[src/tmarm_pkg.sv]
// shared types and constants for the trimmed-mean regulation monitor
`default_nettype none
package tmarm_pkg;

	localparam int RING_DEPTH  = 10;
	localparam int SAMPLE_BITS = 12;
	localparam int NUM_CH      = 4;
	localparam int IN_BITS     = 12;
	localparam int FILT_W      = 16;
	localparam int CFG_W       = 16;
	localparam int CFG_ADDR_W  = 2;
	localparam int SUM_W       = SAMPLE_BITS + $clog2(RING_DEPTH);
	localparam int CMP_W       = (SUM_W > FILT_W) ? SUM_W : FILT_W;
	localparam int CNT_W       = $clog2(RING_DEPTH);
	localparam int IN_TDATA_W  = ((NUM_CH * IN_BITS + 7) / 8) * 8;
	localparam int OUT_BITS    = NUM_CH * FILT_W + 3;
	localparam int OUT_TDATA_W = ((OUT_BITS + 7) / 8) * 8;

	localparam logic [CFG_W-1:0] VOUT_LOW_RST  = 16'd7370;
	localparam logic [CFG_W-1:0] VOUT_HIGH_RST = 16'd7444;
	localparam logic [CFG_W-1:0] IOUT_LIM_RST  = 16'd12357;
	localparam logic [CFG_W-1:0] VIN_FAULT_RST = 16'd295;

	localparam logic [CFG_ADDR_W-1:0] REG_VOUT_LOW  = 2'd0;
	localparam logic [CFG_ADDR_W-1:0] REG_VOUT_HIGH = 2'd1;
	localparam logic [CFG_ADDR_W-1:0] REG_IOUT_LIM  = 2'd2;
	localparam logic [CFG_ADDR_W-1:0] REG_VIN_FAULT = 2'd3;

	localparam int CH_VIN  = 0;
	localparam int CH_IIN  = 1;
	localparam int CH_VOUT = 2;
	localparam int CH_IOUT = 3;

	typedef logic [NUM_CH-1:0][SAMPLE_BITS-1:0] quad_t;

	typedef enum logic [1:0] {
		DRIVE_HOLD = 2'd0,
		DRIVE_UP   = 2'd1,
		DRIVE_DOWN = 2'd2
	} drive_t;

	typedef enum logic [1:0] {
		ST_IDLE,
		ST_WALK,
		ST_TRIM,
		ST_DECIDE
	} state_t;

	typedef struct packed {
		logic first;
		logic step;
		logic trim;
	} acc_ctrl_t;

endpackage
`default_nettype wire

[src/tmarm_cell.sv]
// one ring cell: holds one sample of each channel and passes it on
`default_nettype none
module tmarm_cell (
	input  wire                  clk,
	input  wire                  arst_n,
	input  wire                  shift_en,
	input  wire tmarm_pkg::quad_t d,
	output tmarm_pkg::quad_t     q
);
	import tmarm_pkg::*;

	quad_t quad_q;

	always_ff @(posedge clk or negedge arst_n) begin
		if (!arst_n) begin
			quad_q <= '0;
		end else if (shift_en) begin
			quad_q <= d;
		end
	end

	assign q = quad_q;

endmodule
`default_nettype wire

[src/tmarm_acc.sv]
// per-channel sum, min and max over the walking chain, then trim and halve
`default_nettype none
module tmarm_acc (
	input  wire                                  clk,
	input  wire tmarm_pkg::acc_ctrl_t            ctrl,
	input  wire [tmarm_pkg::SAMPLE_BITS-1:0]     sample,
	output logic [tmarm_pkg::FILT_W-1:0]         filt
);
	import tmarm_pkg::*;

	logic [SUM_W-1:0]       sum_q;
	logic [SAMPLE_BITS-1:0] lo_q;
	logic [SAMPLE_BITS-1:0] hi_q;
	logic [FILT_W-1:0]      filt_q;
	logic [SUM_W-1:0]       diff;
	logic [CMP_W-1:0]       half;

	always_ff @(posedge clk) begin
		if (ctrl.first) begin
			sum_q <= SUM_W'(sample);
			lo_q  <= sample;
			hi_q  <= sample;
		end else if (ctrl.step) begin
			sum_q <= sum_q + SUM_W'(sample);
			if (sample < lo_q) begin
				lo_q <= sample;
			end
			if (sample > hi_q) begin
				hi_q <= sample;
			end
		end
	end

	always_comb begin
		diff = sum_q - SUM_W'(lo_q) - SUM_W'(hi_q);
		half = CMP_W'(diff >> 1);
	end

	always_ff @(posedge clk) begin
		if (ctrl.trim) begin
			if (half > CMP_W'({FILT_W{1'b1}})) begin
				filt_q <= {FILT_W{1'b1}};
			end else begin
				filt_q <= half[FILT_W-1:0];
			end
		end
	end

	assign filt = filt_q;

endmodule
`default_nettype wire

[src/trimmed_mean_adc_regulation_monitor.sv]
// top level: cell chain, channel accumulators, sequencer and result register
// One transfer carries four 12-bit conversions (input voltage, input current, output
// voltage, output current). They shift into a row of ten cells that holds the last ten
// conversions of each channel (zeros after reset). The row then circulates once past four
// accumulators that collect sum, minimum and maximum; each filtered value is the sum less
// minimum and maximum, halved and saturated to 16 bits. The filtered values are compared
// with the four limit registers to give the drive action (up below the low limit, down
// above the high limit or above the current limit, else hold) and the low-input fault.
// After an input transfer the cell row circulates once past the accumulators, then a trim
// state and a decision state follow; the decision state loads the result register. The
// sequencer then returns to idle for the next input transfer, so no new input is taken
// before the previous item has left the decision state. Input is taken only while the
// sequencer is idle; a finished result waits in the output register while the next input
// is taken, and the decision cycle is held while an earlier result still waits there.
// Limit registers reset to 7370, 7444, 12357 and 295.
`default_nettype none
module trimmed_mean_adc_regulation_monitor (
	input  wire                                   clk,
	input  wire                                   arst_n,
	input  wire                                   s_tvalid,
	output logic                                  s_tready,
	// in_voltage_sample, in_current_sample, out_voltage_sample, out_current_sample
	input  wire [tmarm_pkg::IN_TDATA_W-1:0]       s_tdata,
	output logic                                  m_tvalid,
	input  wire                                   m_tready,
	// filt_in_voltage, filt_in_current, filt_out_voltage, filt_out_current,
	// drive_action, low_input_fault, zero pad
	output logic [tmarm_pkg::OUT_TDATA_W-1:0]     m_tdata,
	input  wire                                   cfg_we,
	input  wire [tmarm_pkg::CFG_ADDR_W-1:0]       cfg_addr,
	input  wire [tmarm_pkg::CFG_W-1:0]            cfg_wdata
);
	import tmarm_pkg::*;

	state_t state_q, state_next;
	logic [CNT_W-1:0] cnt_q;

	logic [CFG_W-1:0] vout_low_q, vout_high_q, iout_lim_q, vin_fault_q;

	quad_t head;
	quad_t link [RING_DEPTH];
	quad_t new_quad;
	logic  accept, shift_en, walking, walk_last, out_free, out_load;
	acc_ctrl_t acc_ctrl;

	logic [FILT_W-1:0] filt [NUM_CH];
	drive_t            action;
	logic              fault;

	logic                   m_tvalid_q;
	logic [OUT_TDATA_W-1:0] m_tdata_q;

	// configuration
	always_ff @(posedge clk or negedge arst_n) begin
		if (!arst_n) begin
			vout_low_q  <= VOUT_LOW_RST;
			vout_high_q <= VOUT_HIGH_RST;
			iout_lim_q  <= IOUT_LIM_RST;
			vin_fault_q <= VIN_FAULT_RST;
		end else if (cfg_we) begin
			case (cfg_addr)
				REG_VOUT_LOW:  vout_low_q  <= cfg_wdata;
				REG_VOUT_HIGH: vout_high_q <= cfg_wdata;
				REG_IOUT_LIM:  iout_lim_q  <= cfg_wdata;
				REG_VIN_FAULT: vin_fault_q <= cfg_wdata;
				default: ;
			endcase
		end
	end

	// sequencer
	assign walk_last = (cnt_q == CNT_W'(RING_DEPTH - 1));
	assign out_free  = !m_tvalid_q || m_tready;

	always_comb begin
		state_next = state_q;
		case (state_q)
			ST_IDLE: begin
				if (s_tvalid) state_next = ST_WALK;
			end
			ST_WALK: begin
				if (walk_last) state_next = ST_TRIM;
			end
			ST_TRIM: begin
				state_next = ST_DECIDE;
			end
			ST_DECIDE: begin
				if (out_free) state_next = ST_IDLE;
			end
			default: state_next = ST_IDLE;
		endcase
	end

	always_comb begin
		s_tready = 1'b0;
		walking  = 1'b0;
		acc_ctrl = '0;
		out_load = 1'b0;
		case (state_q)
			ST_IDLE: begin
				s_tready = 1'b1;
			end
			ST_WALK: begin
				walking       = 1'b1;
				acc_ctrl.first = (cnt_q == '0);
				acc_ctrl.step  = (cnt_q != '0);
			end
			ST_TRIM: begin
				acc_ctrl.trim = 1'b1;
			end
			ST_DECIDE: begin
				out_load = out_free;
			end
			default: ;
		endcase
	end

	always_ff @(posedge clk or negedge arst_n) begin
		if (!arst_n) begin
			state_q <= ST_IDLE;
			cnt_q   <= '0;
		end else begin
			state_q <= state_next;
			if (walking) begin
				cnt_q <= walk_last ? '0 : cnt_q + 1'b1;
			end
		end
	end

	// cell row
	assign accept   = s_tvalid && s_tready;
	assign shift_en = accept || walking;

	always_comb begin
		for (int c = 0; c < NUM_CH; c++) begin
			new_quad[c] = SAMPLE_BITS'(s_tdata[c*IN_BITS +: IN_BITS]);
		end
		head = accept ? new_quad : link[RING_DEPTH-1];
	end

	for (genvar i = 0; i < RING_DEPTH; i++) begin : g_cell
		tmarm_cell u_cell (
			.clk      (clk),
			.arst_n   (arst_n),
			.shift_en (shift_en),
			.d        ((i == 0) ? head : link[(i == 0) ? 0 : i - 1]),
			.q        (link[i])
		);
	end

	for (genvar c = 0; c < NUM_CH; c++) begin : g_acc
		tmarm_acc u_acc (
			.clk    (clk),
			.ctrl   (acc_ctrl),
			.sample (link[RING_DEPTH-1][c]),
			.filt   (filt[c])
		);
	end

	// decision
	always_comb begin
		if (filt[CH_VOUT] < vout_low_q) begin
			action = DRIVE_UP;
		end else if (filt[CH_VOUT] > vout_high_q) begin
			action = DRIVE_DOWN;
		end else if (filt[CH_IOUT] > iout_lim_q) begin
			action = DRIVE_DOWN;
		end else begin
			action = DRIVE_HOLD;
		end
		fault = (filt[CH_VIN] < vin_fault_q);
	end

	// result register
	always_ff @(posedge clk or negedge arst_n) begin
		if (!arst_n) begin
			m_tvalid_q <= 1'b0;
		end else if (out_load) begin
			m_tvalid_q <= 1'b1;
		end else if (m_tready) begin
			m_tvalid_q <= 1'b0;
		end
	end

	always_ff @(posedge clk) begin
		if (out_load) begin
			m_tdata_q <= OUT_TDATA_W'({fault, action, filt[CH_IOUT], filt[CH_VOUT],
				filt[CH_IIN], filt[CH_VIN]});
		end
	end

	assign m_tvalid = m_tvalid_q;
	assign m_tdata  = m_tdata_q;

endmodule
`default_nettype wire

[config.mk]
export PLATFORM = sky130hd
export DESIGN_NAME = trimmed_mean_adc_regulation_monitor
export DESIGN_NICKNAME = d
export VERILOG_FILES = /design/src/tmarm_pkg.sv /design/src/tmarm_cell.sv /design/src/tmarm_acc.sv /design/src/trimmed_mean_adc_regulation_monitor.sv
export SDC_FILE = /design/constraint.sdc
export NUM_CORES = 1
export LEC_CHECK = 0
export BUFFER_PORTS_ARGS = -buffer_cell sky130_fd_sc_hd__buf_2
export CAP_MARGIN = 5
export CORE_MARGIN = 2
export CORE_UTILIZATION = 50
export DETAILED_ROUTE_END_ITERATION = 12
export PLACE_DENSITY = 0.79
export REMOVE_ABC_BUFFERS = 1
export SYNTH_ARGS = -nofsm -noshare
export SYNTH_HDL_FRONTEND = slang
export SYNTH_SLANG_ARGS = --single-unit
[constraint.sdc]
create_clock -name clk -period 5.4 [get_ports clk]
set_clock_uncertainty 0.2 [all_clocks]
set_input_delay 0.27 -clock clk [delete_from_list [all_inputs] [get_ports clk]]
set_output_delay 0.27 -clock clk [all_outputs]
set_load 0.01 [all_outputs]
# Yosys cells after proc, flatten, opt, wreduce, memory -nomap -nowiden
# Cells that the tools add are included.
# classes
add_sub_neg	13
n_lt_le_gt_ge	16
eq_ne	10
n_mux	51
reduce_logical	31
# op_table
op	n
12-bit two-way mux	32
16-bit by 12-bit subtractor with 16-bit output	8
16-bit by 12-bit adder with 16-bit output	4
15-bit by 16-bit > comparator with 1-bit output, second input constant	4
16-bit two-way mux	4
12-bit > comparator	4
12-bit less-than comparator	4
48-bit two-way mux	1
16-bit > comparator	2
16-bit less-than comparator	2
2-bit AND reduction	12
2-bit nonzero test	10
2-bit two-way mux	6
2-bit equality test, second input constant	4
2-bit case mux with 4 select lines	1
1-bit two-way mux	6
2-bit inequality test, second input constant	3
4-bit by 1-bit adder with 4-bit output, second input constant	1
2-bit by 1-bit equality test with 1-bit output, second input constant	2
4-bit equality test, second input constant	1
2-bit zero test	2
4-bit zero test	1
4-bit two-way mux	1
4-bit nonzero test	1
other kinds (4)	5
# word_totals
ff_bits	842
in_bits	71
output_inout_bits	74
wordCells	194

# Longest topological paths before layout
# depth
word_depth	4
ltp_mapped	11
depth_no_buf	11

# Modules after synthesis
# A second synthesis with hierarchy kept.
# unflattened
hier_cells	2933
hier_area_um2	40878.0
# modules_own_cells
module	instances	cells_per_inst	area_per_inst_um2	seq_area_each_um2
tmarm_cell	10	101	1860.5	1201.2
trimmed_mean_adc_regulation_monitor	1	535	6957.9	3817.4
tmarm_acc (g_acc[3].u_acc)	1	353	3888.7	1611.5
tmarm_acc (g_acc[2].u_acc)	1	361	3870.0	1611.5
tmarm_acc (g_acc[1].u_acc)	1	338	3784.9	1611.5
tmarm_acc (g_acc[0].u_acc)	1	336	3771.1	1611.5

# Worst setup path after synthesis
# Ideal clock, no wire load.
# synth_timing
path_type	flip-flop to flip-flop
start	register state_q[1]
end	register g_acc[0].u_acc.hi_q[0], enable pin
setup_time_ns	0.396
arrival_ns	3.455
required_time_ns	4.804
setup_slack_ns	1.349
stages_incl_launch_ff	6
path_buffers	1
synth_period_minus_slack_ns	4.051
path_cell_list	dfrtp_1 -> inv_1 -> ha_1 -> clkinv_1 -> clkbuf_1 -> nor3_1
# synth_between
elab_chain_cells	4
word_cells_on_any_way	5
cone_classes	eq/ne (1); mux (1); reduce/logical (3)
# synth_rtl
element	line	rtl
start: declaration	trimmed_mean_adc_regulation_monitor.sv:35	state_t state_q, state_next;
start signal: assignment	trimmed_mean_adc_regulation_monitor.sv:123	state_q <= state_next;
2-bit by 1-bit equality test with 1-bit output *	trimmed_mean_adc_regulation_monitor.sv:99	case (state_q)
2-bit two-way mux *	trimmed_mean_adc_regulation_monitor.sv:99	
2-bit nonzero test (no source line)	-	
2-bit AND reduction (no source line) *	-	
end signal: assignment	tmarm_acc.sv:22	hi_q <= sample;
end signal: assignment	tmarm_acc.sv:29	hi_q <= sample;
end: declaration	tmarm_acc.sv:13	logic [SAMPLE_BITS-1:0] hi_q;
# Mark *: on every way between the ends. The rest lies on a longest branch, timed or not.
# A chain may end at the register's enable or synchronous reset.

# Worst setup path in the final report
# layout_timing
start	register state_q[1]
end	register g_acc[3].u_acc.sum_q[7], data pin
# layout_between
elab_chain_cells	3
# layout_rtl
element	line	rtl
2-bit by 1-bit equality test with 1-bit output	trimmed_mean_adc_regulation_monitor.sv:99	
2-bit two-way mux	trimmed_mean_adc_regulation_monitor.sv:99	
12-bit two-way mux	tmarm_acc.sv:19	if (ctrl.first) begin
end signal: assignment	tmarm_acc.sv:20	sum_q <= SUM_W'(sample);
end signal: assignment	tmarm_acc.sv:24	sum_q <= sum_q + SUM_W'(sample);
end: declaration	tmarm_acc.sv:11	logic [SUM_W-1:0] sum_q;
# Every way passes these cells.

==> results_dict.tcl <==
set metrics [dict create \
    status "finished clean" \
    p_leak_nw 20.2 \
    drc 0 \
    async_flop_share 0.661 \
    cts_buffers 88 \
    syn_area_um2 39500 \
    critPathRequiredTime_ns 5.56 \
    ir_worst_vdd_mv 0.516 \
    grt_max_degree 172 \
    yosysWarnings 0 \
    end_kind "register" \
    synth_top_family_by_area "multiplexers" \
    synthAdderAreaFrac 0.107 \
    cts_tree "done" \
    detail-route-antenna-nets 0 \
    wl_per_cell_um 17.7 \
    synthDistinctLibCells 77 \
    cts_max_level 3 \
    finalCriticalPeriod_ns 3.62 \
    synth_ff_type "dfrtp_1" \
    yosys_register_bits 834 \
    drive_gt1_frac 0.253 \
    antenna_found_initial 1 \
    power.total_w 0.0334 \
    powerDensity_nw_per_um2 740 \
    nFillCells 6152 \
    arrival_ns 3.78 \
    antenna_cells 0 \
    yosys.area_share.xor_xnor 0.0193 \
    place_ws_ns 1.83 \
    grt_pass1_vias 24100 \
    post-dp-hpwl_mm 51.5 \
    globalRoute.totalOverflow 0 \
    pin_count 145 \
    fin_ws_ns 1.78 \
    rows 103 \
    clock-root-buffer "clkbuf_16" \
    grt_usage 0.192 \
    path_class "reg2reg" \
    crit_fanout 28 \
    synth-edff-count 267 \
    muxShareOfSynthArea 0.150 \
    first_pass_iters 5 \
    viasPerCell 5.40 \
    cts-resized-gates 0 \
    area_growth_pct 14.5 \
    io_buffer_count 135 \
    wirelength_mm 77.1 \
    die_area_um2 81200 \
    synth_simple_gate_area_frac 0.0503 \
    seq_area_frac_synth 0.562 \
    avgSynthCellArea_um2 13.2 \
    gp_congestion 0.879 \
    hold_path.class "in2async" \
    start_util 0.502 \
    insertion_delay_ns 0.65 \
    clk_pin_slew_ns 0.06 \
    hold_viol 0 \
    slew_headroom 0.218 \
    worstMarginPinSlew_ns 1.16 \
    cp-start-kind "register" \
    fmax_mhz 276 \
    rsz0062_at_grt "false" \
    final_net_count 3600 \
    synth_compound_area_frac 0.0796 \
    cts.sink_count 834 \
    grt_pass1_wl_mm 126 \
    core_um2 78600 \
    cts_buffer_depth 3 \
    synth_cells 2992 \
    drt_iter0_drc 1652 \
    finalSetupViolCount 0 \
    cap_violations 0 \
    fin_crit_sh 0.670 \
    finalMaxSlewViolations 0 \
    chipWidth_um 285 \
    die_h_um 285 \
    vias 23500 \
]
-- where the power goes --
group	total, W	internal [W]	switching (W)
clock network	0.00632	0.00378	0.00254
logic	0.0152	0.00719	0.00801
registers	0.0119	0.0102	0.00175
-- flip-flops by register name (all words and copies together), names as in the netlist --
| name | flops |
|---|---|
| g_cell.u_cell.q | 480 |
| g_acc.u_acc.sum_q | 64 |
| m_tdata | 63 |
| g_acc.u_acc.filt | 60 |
| g_acc.u_acc.hi_q | 48 |
| g_acc.u_acc.lo_q | 48 |
| iout_lim_q | 16 |
| vin_fault_q | 16 |
| vout_high_q | 16 |
| vout_low_q | 16 |
| cnt_q | 4 |
| state_q | 2 |
| m_tvalid | 1 |
-- synth_stat cells (all sizes together) (49+ instances only) --
| master | count | area share |
|---|---|---|
| a21o | 66 | 0.013 |
| a21oi | 126 | 0.016 |
| buf | 57 | 0.0077 |
| dfrtp | 528 | 0.33 |
| edfxtp | 267 | 0.20 |
| fa | 52 | 0.026 |
| ha | 254 | 0.081 |
| inv | 210 | 0.020 |
| mux2 | 482 | 0.14 |
| mux2i | 49 | 0.012 |
| nand2 | 150 | 0.014 |
| nor2 | 87 | 0.0083 |
| o21ai | 167 | 0.021 |
| xnor2 | 61 | 0.014 |
-- worst max-delay path: stages (launching register included) --
cell	delay, ns
dfrtp_1	0.41
inv_1	0.13
ha_4	0.32
clkinv_1	0.81
nor2_4	0.88
buf_4	0.41
o21ai_0	0.15
-- through the flow --
stage               instances   util  TNS (ns)  hold WS (ns)  area, um2
floorplan                2896      -  -8125.11        -0.226      39000
global placement         4104  0.525         0         0.106      41300
detailed placement       4104  0.525         0         0.113      41300
CTS                      4348  0.575         0        0.0124      45200
global route             4348  0.575         0        0.0592      45200
finish                   4348  0.575         0       0.00195      45200
-- placed cells by master, fill, tap and decap left out, drive strengths merged, types with 16 or more instances in the layout --
cell type | Yosys | layout
mux2i | 49 | 49
nor2b | 24 | 24
dlygate4sd3 | 0 | 79
ha | 254 | 254
clkinv | 1 | 23
fa | 52 | 52
nor2 | 87 | 87
nand2b | 23 | 23
a21o | 66 | 66
nand4 | 29 | 29
dfrtp | 528 | 528
nand3 | 25 | 25
o21a | 23 | 23
a21oi | 126 | 126
nor3 | 26 | 26
edfxtp | 267 | 267
dfstp | 23 | 23
dfxtp | 16 | 16
xor2 | 26 | 26
nand2 | 150 | 150
xnor2 | 61 | 61
buf | 57 | 158
inv | 210 | 218
clkbuf | 47 | 119
mux2 | 482 | 482
o21ai | 167 | 167
-- logic make-up after synthesis --
group           count (synthesis)
compound gates                503
xor+xnor                       87
fa+ha+maj                     306
buf+inv                       315
flops                         834
mux                           531
other cells                     1
simple gates                  415
-- cell type report --
type	count	area [um2]	area share
sequential	834	22200	0.490
multi-input combinational	1851	16100	0.356
clock buffer	119	2510	0.0556
timing repair buffer	237	1740	0.0384
tap	1050	1310	0.0291
inverter	211	792	0.0175
clock inverter	46	578	0.0128
-- what timing repair did --
item,CTS,global route
buffers inserted,0,0
hold buffers,79,0
endpoints found under the hold margin,191,0
-- routing by layer --
metal,up-vias,GRT usage,part of all wire
li1,11200,-,-
met1,11700,0.262,0.45
met2,499,0.322,0.48
met3,118,0.0253,0.044
met4,0,0.0569,0.021
met5,-,0,0
-- path summary, 6_finish.rpt --
kind	startpoint	to	slack, ns	cells past startpoint
min in group clk	s_tdata[17]	g_cell[0].u_cell.q[17]	0.17	4
max	state_q[1]	g_acc[3].u_acc.sum_q[7]	1.78	6
min	arst_n	vout_low_q[4]	0.002	2
max reg2reg	state_q[1]	g_acc[3].u_acc.sum_q[7]	1.78	6
max in group asynchronous	arst_n	g_cell[4].u_cell.q[34]	3.66	3
min reg2reg	g_acc[1].u_acc.filt[2]	m_tdata[18]	0.22	0
Note: power is estimated with default switching activity, not from simulation.
